File: src/scd_pkg.sv
// Package holding the shared types and constants of the stream chunk demultiplexer.
`timescale 1ns / 1ps
package scd_pkg;

	typedef enum logic [2:0] {
		KIND_FRAME_BYTE  = 3'd0,
		KIND_SOUND_BYTE  = 3'd1,
		KIND_VIDEO_BYTE  = 3'd2,
		KIND_AUDIO_BYTE  = 3'd3,
		KIND_FRAME_REC   = 3'd4,
		KIND_FILM_HDR    = 3'd5,
		KIND_SOUND_HDR   = 3'd6,
		KIND_STOPPED     = 3'd7
	} kind_t;

	localparam logic [31:0] TAG_FILM  = 32'h46494C4D;
	localparam logic [31:0] TAG_SNDS  = 32'h534E4453;
	localparam logic [31:0] TAG_MPVD  = 32'h4D505644;
	localparam logic [31:0] TAG_MPVC  = 32'h4D505643;
	localparam logic [31:0] TAG_MPAU  = 32'h4D504155;
	localparam logic [31:0] SUBT_FILM_HDR   = 32'h46484452;
	localparam logic [31:0] SUBT_SOUND_HDR  = 32'h53484452;
	localparam logic [31:0] SUBT_SAMPLES    = 32'h53534D50;
	localparam logic [31:0] SUBT_FRAME      = 32'h46524D45;
	localparam logic [31:0] SUBT_DROP_FRAME = 32'h4446524D;
	localparam logic [23:0] LOW24_FRM = 24'h46524D;
	localparam logic [15:0] SUB_FR    = 16'h4652;
	localparam logic [7:0]  CH_BRACKET = 8'h5D;
	localparam logic [7:0]  CH_ONE    = 8'h31;
	localparam logic [7:0]  CH_FOUR   = 8'h34;
	localparam logic [31:0] HDR_BYTES = 32'd20;

	typedef struct packed {
		logic             valid;
		kind_t            kind;
		logic [7:0]       data_byte;
		logic [5:0][31:0] words;
	} result_t;

endpackage

File: src/scd_parser.sv
// Chunk parser: stream state, header decode and payload routing for one byte per step.
`timescale 1ns / 1ps
module scd_parser (
	input  logic             clk,
	input  logic             arst_n,
	input  logic             step,
	input  logic [7:0]       stream_byte,
	input  logic [31:0]      total_length,
	output scd_pkg::result_t res
);
	import scd_pkg::*;

	logic [31:0]      pos_q, off_q, asm_q, type_q, len_q, time_q, sub_q, plen_q, btp_q;
	logic [5:0][31:0] cw_q;
	logic             stopped_q;

	logic [31:0]      pos_n, off_n, asm_n, type_n, len_n, time_n, sub_n, plen_n, btp_n;
	logic [5:0][31:0] cw_n;
	logic             stopped_n;

	logic [31:0] w, q, start7, start19, want, dl, lim8, lim4, q20;
	logic [33:0] room;
	logic [32:0] extent;
	logic        end_hit, bad_len, early;

	assign w       = {asm_q[23:0], stream_byte};
	assign q       = off_q - HDR_BYTES;
	assign q20     = q - 32'd20;
	assign start7  = pos_q - 32'd7;
	assign start19 = pos_q - 32'd19;
	assign end_hit = ({1'b0, pos_q} + 33'd20) > {1'b0, total_length};
	assign bad_len = ({2'b0, start7} + {2'b0, w}) > ({2'b0, total_length} + 34'd3);
	assign room    = {2'b0, total_length} - {2'b0, start19} - 34'd20;
	assign want    = len_q - HDR_BYTES;
	assign extent  = ({1'b0, len_q} + 33'd3) & ~33'd3;
	assign dl      = (w > 32'd8) ? (w - 32'd8) : 32'd0;
	assign lim8    = plen_q - 32'd8;
	assign lim4    = plen_q - 32'd4;

	always_comb begin
		pos_n = pos_q; off_n = off_q; asm_n = asm_q; type_n = type_q; len_n = len_q;
		time_n = time_q; sub_n = sub_q; plen_n = plen_q; btp_n = btp_q; cw_n = cw_q;
		stopped_n = stopped_q;
		early = 1'b0;
		res = '0;
		if (step && !stopped_q) begin
			if (off_q == 32'd0 && end_hit) begin
				stopped_n = 1'b1;
				res.valid = 1'b1;
				res.kind  = KIND_STOPPED;
			end else begin
				asm_n = w;
				if (off_q < HDR_BYTES) begin
					if (off_q == 32'd3) begin
						type_n = w;
					end else if (off_q == 32'd7) begin
						len_n = w;
						if (w < HDR_BYTES || bad_len) begin
							stopped_n = 1'b1;
							res.valid = 1'b1;
							res.kind  = KIND_STOPPED;
							early     = 1'b1;
						end
					end else if (off_q == 32'd11) begin
						time_n = w;
					end else if (off_q == 32'd19) begin
						sub_n = w;
						// A negative room means the stream ends before the chunk payload begins.
						if (room[33] || ({2'b0, want} < room))
							plen_n = want;
						else
							plen_n = room[31:0];
						btp_n = extent[31:0] - HDR_BYTES;
					end
				end else begin
					btp_n = btp_q - 32'd1;
					if (q < plen_q) begin
						priority if (type_q == TAG_FILM && sub_q == SUBT_FILM_HDR
							&& plen_q >= 32'd24) begin
							if (q < 32'd24 && q[1:0] == 2'd3)
								cw_n[q[4:2]] = w;
							if (q == 32'd23) begin
								res.valid = 1'b1;
								res.kind  = KIND_FILM_HDR;
								res.words = {32'd0, w, cw_q[4], cw_q[3], cw_q[2], cw_q[1]};
							end
						end else if (type_q == TAG_FILM
							&& (sub_q == SUBT_FRAME || sub_q == SUBT_DROP_FRAME)
							&& plen_q >= 32'd8) begin
							if (q == 32'd3) begin
								cw_n[0] = w;
							end else if (q == 32'd7) begin
								cw_n[1] = w;
								cw_n[2] = (dl < lim8) ? dl : lim8;
								res.valid = 1'b1;
								res.kind  = KIND_FRAME_REC;
								res.words = {32'd0, 32'd0, 32'd0, cw_n[2], cw_q[0], time_q};
							end else if (q >= 32'd8 && (q - 32'd8) < cw_q[2]) begin
								res.valid     = 1'b1;
								res.kind      = KIND_FRAME_BYTE;
								res.data_byte = stream_byte;
							end
						end else if (type_q == TAG_SNDS && sub_q == SUBT_SOUND_HDR
							&& plen_q >= 32'd44) begin
							if (q >= 32'd20 && q < 32'd44 && q[1:0] == 2'd3)
								cw_n[q20[4:2]] = w;
							if (q == 32'd43) begin
								res.valid = 1'b1;
								res.kind  = KIND_SOUND_HDR;
								res.words = {w, cw_q[4], cw_q[3], cw_q[2], cw_q[1], cw_q[0]};
							end
						end else if (type_q == TAG_SNDS && sub_q == SUBT_SAMPLES
							&& plen_q >= 32'd4) begin
							if (q == 32'd3) begin
								cw_n[0] = (w < lim4) ? w : lim4;
							end else if (q >= 32'd4 && (q - 32'd4) < cw_q[0]) begin
								res.valid     = 1'b1;
								res.kind      = KIND_SOUND_BYTE;
								res.data_byte = stream_byte;
							end
						end else if ((type_q == TAG_MPVD || type_q == TAG_MPVC)
							&& sub_q[31:16] == SUB_FR && plen_q > 32'd4) begin
							// The 4-byte prefix is kept only for subtypes ending in a bracket.
							if (sub_q[7:0] == CH_BRACKET || q >= 32'd4) begin
								res.valid     = 1'b1;
								res.kind      = KIND_VIDEO_BYTE;
								res.data_byte = stream_byte;
							end
						end else if (type_q == TAG_MPAU && plen_q > 32'd0) begin
							if (sub_q[31:24] >= CH_ONE && sub_q[31:24] <= CH_FOUR
								&& sub_q[23:0] == LOW24_FRM) begin
								res.valid     = 1'b1;
								res.kind      = KIND_AUDIO_BYTE;
								res.data_byte = stream_byte;
							end
						end else begin
							res.valid = 1'b0;
						end
					end
				end
				if (!early) begin
					if (pos_q != 32'hFFFFFFFF)
						pos_n = pos_q + 32'd1;
					if (off_q >= 32'd19 && btp_n == 32'd0)
						off_n = 32'd0;
					else
						off_n = off_q + 32'd1;
				end
			end
		end
	end

	always_ff @(posedge clk or negedge arst_n) begin
		if (!arst_n) begin
			pos_q <= '0; off_q <= '0; asm_q <= '0; type_q <= '0; len_q <= '0;
			time_q <= '0; sub_q <= '0; plen_q <= '0; btp_q <= '0; cw_q <= '0;
			stopped_q <= 1'b0;
		end else begin
			pos_q <= pos_n; off_q <= off_n; asm_q <= asm_n; type_q <= type_n;
			len_q <= len_n; time_q <= time_n; sub_q <= sub_n; plen_q <= plen_n;
			btp_q <= btp_n; cw_q <= cw_n; stopped_q <= stopped_n;
		end
	end

`ifndef SYNTHESIS
	a_stop_sticky: assert property (@(posedge clk) disable iff (!arst_n)
		stopped_q |=> stopped_q) else $error("stop flag cleared without reset");
	a_stop_sets: assert property (@(posedge clk) disable iff (!arst_n)
		(res.valid && res.kind == KIND_STOPPED) |=> stopped_q)
		else $error("stop result without stop flag");
	a_quiet_after_stop: assert property (@(posedge clk) disable iff (!arst_n)
		stopped_q |-> !res.valid) else $error("result after the chain stopped");
`endif

endmodule

File: src/stream_chunk_demultiplexer_unit.sv
// Top level of the stream chunk demultiplexer: byte input register, parser, result register.
//
//  channel  handshake             payload
//  -------  --------------------  ----------------------------------------------
//  in       in_valid / in_ready   stream_byte
//  out      out_valid / out_ready kind, data_byte, word_first .. word_sixth
//  cfg      cfg_valid / cfg_ready cfg_data (total_length)
//
// One byte is taken per cycle unless a held result stalls it; out_valid is registered
// behind the input register. The rate is set by the parser, one byte per step.
// Reset clears all parser state and the configured stream length.
// A held result stalls the byte in the input register; input stops only when both
// registers are full and the held result is not taken in that cycle.
`timescale 1ns / 1ps
module stream_chunk_demultiplexer_unit (
	input  logic        clk,
	input  logic        arst_n,
	input  logic        in_valid,
	output logic        in_ready,
	input  logic [7:0]  stream_byte,
	output logic        out_valid,
	input  logic        out_ready,
	output logic [2:0]  kind,
	output logic [7:0]  data_byte,
	output logic [31:0] word_first,
	output logic [31:0] word_second,
	output logic [31:0] word_third,
	output logic [31:0] word_fourth,
	output logic [31:0] word_fifth,
	output logic [31:0] word_sixth,
	input  logic        cfg_valid,
	output logic        cfg_ready,
	input  logic [31:0] cfg_data
);
	import scd_pkg::*;

	logic        valid_s1;
	logic [7:0]  byte_s1;
	logic        out_valid_s2;
	result_t     res, res_s2;
	logic [31:0] total_q;
	logic        out_free, step;

	assign out_free  = !out_valid_s2 || out_ready;
	assign step      = valid_s1 && out_free;
	assign in_ready  = !valid_s1 || out_free;
	assign cfg_ready = 1'b1;

	always_ff @(posedge clk or negedge arst_n) begin
		if (!arst_n) begin
			total_q <= '0;
		end else if (cfg_valid) begin
			total_q <= cfg_data;
		end
	end

	always_ff @(posedge clk or negedge arst_n) begin
		if (!arst_n) begin
			valid_s1 <= 1'b0;
		end else if (in_valid && in_ready) begin
			valid_s1 <= 1'b1;
		end else if (step) begin
			valid_s1 <= 1'b0;
		end
	end

	always_ff @(posedge clk) begin
		if (in_valid && in_ready)
			byte_s1 <= stream_byte;
	end

	scd_parser u_parser (
		.clk         (clk),
		.arst_n      (arst_n),
		.step        (step),
		.stream_byte (byte_s1),
		.total_length(total_q),
		.res         (res)
	);

	always_ff @(posedge clk or negedge arst_n) begin
		if (!arst_n) begin
			out_valid_s2 <= 1'b0;
		end else if (step && res.valid) begin
			out_valid_s2 <= 1'b1;
		end else if (out_ready) begin
			out_valid_s2 <= 1'b0;
		end
	end

	always_ff @(posedge clk) begin
		if (step && res.valid)
			res_s2 <= res;
	end

	assign out_valid   = out_valid_s2;
	assign kind        = res_s2.kind;
	assign data_byte   = res_s2.data_byte;
	assign word_first  = res_s2.words[0];
	assign word_second = res_s2.words[1];
	assign word_third  = res_s2.words[2];
	assign word_fourth = res_s2.words[3];
	assign word_fifth  = res_s2.words[4];
	assign word_sixth  = res_s2.words[5];

`ifndef SYNTHESIS
	a_step_needs_room: assert property (@(posedge clk) disable iff (!arst_n)
		(out_valid_s2 && !out_ready) |-> !step) else $error("step while result held");
	a_block_only_full: assert property (@(posedge clk) disable iff (!arst_n)
		!in_ready |-> (valid_s1 && out_valid_s2)) else $error("input blocked while not full");
	a_byte_consumed: assert property (@(posedge clk) disable iff (!arst_n)
		(step && !(in_valid && in_ready)) |=> !valid_s1)
		else $error("request kept after its step");
`endif

endmodule

File: config.mk
export PLATFORM = sky130hd
export DESIGN_NAME = stream_chunk_demultiplexer_unit
export DESIGN_NICKNAME = d
export VERILOG_FILES = /design/src/scd_pkg.sv /design/src/scd_parser.sv /design/src/stream_chunk_demultiplexer_unit.sv
export SDC_FILE = /design/constraint.sdc
export NUM_CORES = 2
export LEC_CHECK = 0
export ABC_AREA = 1
export BUFFER_PORTS_ARGS = -buffer_cell sky130_fd_sc_hd__buf_2
export CAP_MARGIN = 20
export CORE_MARGIN = 5
export CORE_UTILIZATION = 55
export DETAILED_ROUTE_END_ITERATION = 16
export PLACE_DENSITY = 0.73
export SKIP_CTS_REPAIR_TIMING = 1
export SLEW_MARGIN = 20
export SYNTH_ARGS = -nofsm -noshare
export SYNTH_HDL_FRONTEND = slang
export SYNTH_SLANG_ARGS = --single-unit
File: constraint.sdc
create_clock -name clk -period 14.5 [get_ports clk]
set_clock_uncertainty 0.15 [all_clocks]
set_input_delay 0 -clock clk [delete_from_list [all_inputs] [get_ports clk]]
set_output_delay 0 -clock clk [all_outputs]
set_load 0.01 [all_outputs]
==> results.sh <==
export IMPL_outcome="finished with violations"
export IMPL_violations="hold timing"
export IMPL_clkPwrFrac_pct=46.8
export IMPL_finalWeightedCongestion=1.08
export IMPL_clock_latency_ps=680
export IMPL_die_area_um2=103000
export IMPL_ys_flop_type="dfrtp_1"
export IMPL_rows=114
export IMPL_overflow=0
export IMPL_synth_edf_count=211
export IMPL_largest_reg_flops=160
export IMPL_slew_viol_final=0
export IMPL_cts_buffers=76
export IMPL_switching_share_pct=26.0
export IMPL_met2_usage_pct=64.2
export IMPL_rsz0062_at_grt="no"
export IMPL_drt_iter0_markers=8012
export IMPL_timing_fmax_mhz=111
export IMPL_yosys_cell_types_count=73
export IMPL_finalCritPeriodShare_pct=62.3
export IMPL_grt_busiest_layer="met2"
export IMPL_crit_top_cell="nand2_1"
export IMPL_synth_area_leaders="dfrtp_1 22%, nand2_1 13%, edfxtp_1 12%"
export IMPL_p_leak_uw=0.0280
export IMPL_slew_headroom_pct=16.3
export IMPL_path_max_fanout=80
export IMPL_critPathSlowestCell="buf_4"
export IMPL_htree_levels=3
export IMPL_ioPinCount=251
export IMPL_hold_slack_ps=-59.8
export IMPL_start_kind="flop"
export IMPL_portBuffers=249
export IMPL_drc=0
export IMPL_gr_usage_met3_pct=8.60
export IMPL_min_path_type="in2reg"
export IMPL_root_buffer="clkbuf_16"
export IMPL_clockBufferDepth=3
export IMPL_die_x_um=321
export IMPL_setup_viol=0
export IMPL_synth_nets=7828
export IMPL_drt_wirelength_per_cell_um=25.0
export IMPL_synthToLayoutAreaGrowth_pct=10.9
export IMPL_nets=8019
export IMPL_pwr_share_seq_pct=44.6
export IMPL_dp_hpwl_um=168000
export IMPL_crit_type="reg2reg"
export IMPL_worstPathArrival_ps=9190
export IMPL_async_flop_share_pct=69.2
export IMPL_fp_coreArea_um2=96300
export IMPL_drt_vias_per_instance=6.08
export IMPL_drive_above_1_share_pct=8.23
export IMPL_power_uw=4510
export IMPL_drt_first_pass_iters=6
export IMPL_worst_pin_slew_ps=1250
export IMPL_power_internal_uw=3340
export IMPL_cp_data_required_time_ps=14650
export IMPL_initial_core_util_pct=55.2
export IMPL_wl_um=224000
export IMPL_vias=54600
export IMPL_power_frac_comb_pct=8.6
export IMPL_finalSetupTns_ps=0
export IMPL_grt_pass1_wl_um=322000
export IMPL_hold_violations=10
export IMPL_yosys_area_top_type_share_pct=22.4
export IMPL_synth_seq_cells=686
export IMPL_p_sw_uw=1170
export IMPL_avgSynthCellArea_um2=7.15
export IMPL_path_clk_slew_ps=60
export IMPL_syn_inst=7433
export IMPL_synth_warning_count=0
export IMPL_cpPeakStageDelay_ps=880
export IMPL_ys_seq_area_share_pct=34.3
export IMPL_ir_worst_vdd_mv=0.0994
export IMPL_ant_nets=0
export IMPL_yosysMostFrequentCell="nand2_1"
export IMPL_synthTopCellsByCount="1,820 x nand2_1, 900 x inv_1, 853 x nor2_1, 475 x dfrtp_1, 439 x nand3_1"
export IMPL_cts_sinks=686
export IMPL_die_y_um=321
export IMPL_drv_cap=0
export IMPL_grt_max_degree=97
export IMPL_grt_antenna_before_repair=19
export IMPL_largest_register="u_parser.cw_q"
export IMPL_grt_total_usage_pct=41.5
export IMPL_cts_tree="yes"
export IMPL_pwr_density_cell_nw_per_um2=76.6
export IMPL_grt_pass1_vias=50200
export IMPL_min_period_ps=9030
export IMPL_worstSetupEndpointType="flop"
export IMPL_synth_top_area_cell="dfrtp_1"
export IMPL_gr_usage_met1_pct=53.6
export IMPL_syn_area_um2=53100
==> layer usage <==
layer	up-vias	routed length, um
li1	24800	-
met1	25500	85400
met2	3553	96900
met3	758	24100
met4	4	17700
met5	-	22
==> power by group through the flow <==
stage          logic [uW]  registers, uW  clock network [uW]
2_1_floorplan         222           2040                   0
3_3_place_gp          350           2050                   0
3_5_place_dp          355           2050                   0
4_1_cts               357           2010                2110
5_1_grt               430           2010                2200
6_report              388           2010                2110
==> stage by stage <==
step | setup slack [ps] | cells | hold slack [ps] | instance area (um^2) | util, %
floorplan | 4740 | 7433 | -446 | 53100 | -
global placement | 5750 | 8729 | -62.8 | 55200 | 57.3
detailed placement | 5560 | 8729 | -63.0 | 55200 | 57.3
CTS | 5540 | 8870 | -780 | 57900 | 60.1
global route | 4790 | 8963 | 18.4 | 58900 | 61.1
finish | 5470 | 8978 | -59.8 | 58900 | 61.2
==> worst max-delay path: cells and delay by family (launching register included) <==
kind	cells	cell delay [ps]
xor gates and xnor gates	1	170
adders and majority gates	3	790
and+or+nand+nor	17	2470
buffers and inverters	5	1940
DFF	1	510
AOI/OAI and AO/OA	9	2450
==> logic make-up (layout without fill, tap and decap cells) <==
logic type	after synthesis	count (layout)	share of synthesized area [%]
AOI/OAI and AO/OA	1126	1126	12.1
xor gates and xnor gates	408	408	6.79
adders and majority gates	350	350	8.27
buffers and inverters	1245	1499	9.26
DFF	686	686	34.3
other	1	16	0.00706
and+or+nand+nor	3617	3617	29.3
==> final timing paths <==
path / startpoint / endpoint / slack, ps / depth (start not counted)
worst min-delay path: cfg_valid / total_q[27] / -60 / 2
max in group asynchronous: arst_n / u_parser.pos_q[8] / 10640 / 7
worst max-delay path: u_parser.pos_q[3] / word_fifth[7] / 5470 / 35
worst min register to register: u_parser.stopped_q / u_parser.stopped_q / 310 / 2
worst max register to register: u_parser.pos_q[3] / word_fifth[7] / 5470 / 35
min in group asynchronous: arst_n / u_parser.time_q[18] / 400 / 4
==> cell type report <==
cell class,instances,area [um^2]
fillers,8635,37400
clock inverters,45,706
multi-input cells,5502,30000
well taps,1276,1600
clock buffers,96,2000
flip-flops and latches,686,18200
repair buffers,418,2800
diodes,15,37.5
inverters,940,3530
==> placed cells by master (no fill, tap or decap), types with 90 or more instances in the layout <==
master         synthesis  layout
nand4_1              137     137
o21ai_0              420     420
dlygate4sd3_1          0      90
nor3_1               155     155
xor2_1               371     371
edfxtp_1             211     211
nand2_1             1820    1814
buf_2                 90     248
inv_1                900     899
nor2_1               853     852
dfrtp_1              475     475
nand3_1              439     439
a21oi_1              367     367
ha_1                 348     348
(Power assumes the default switching activity.)
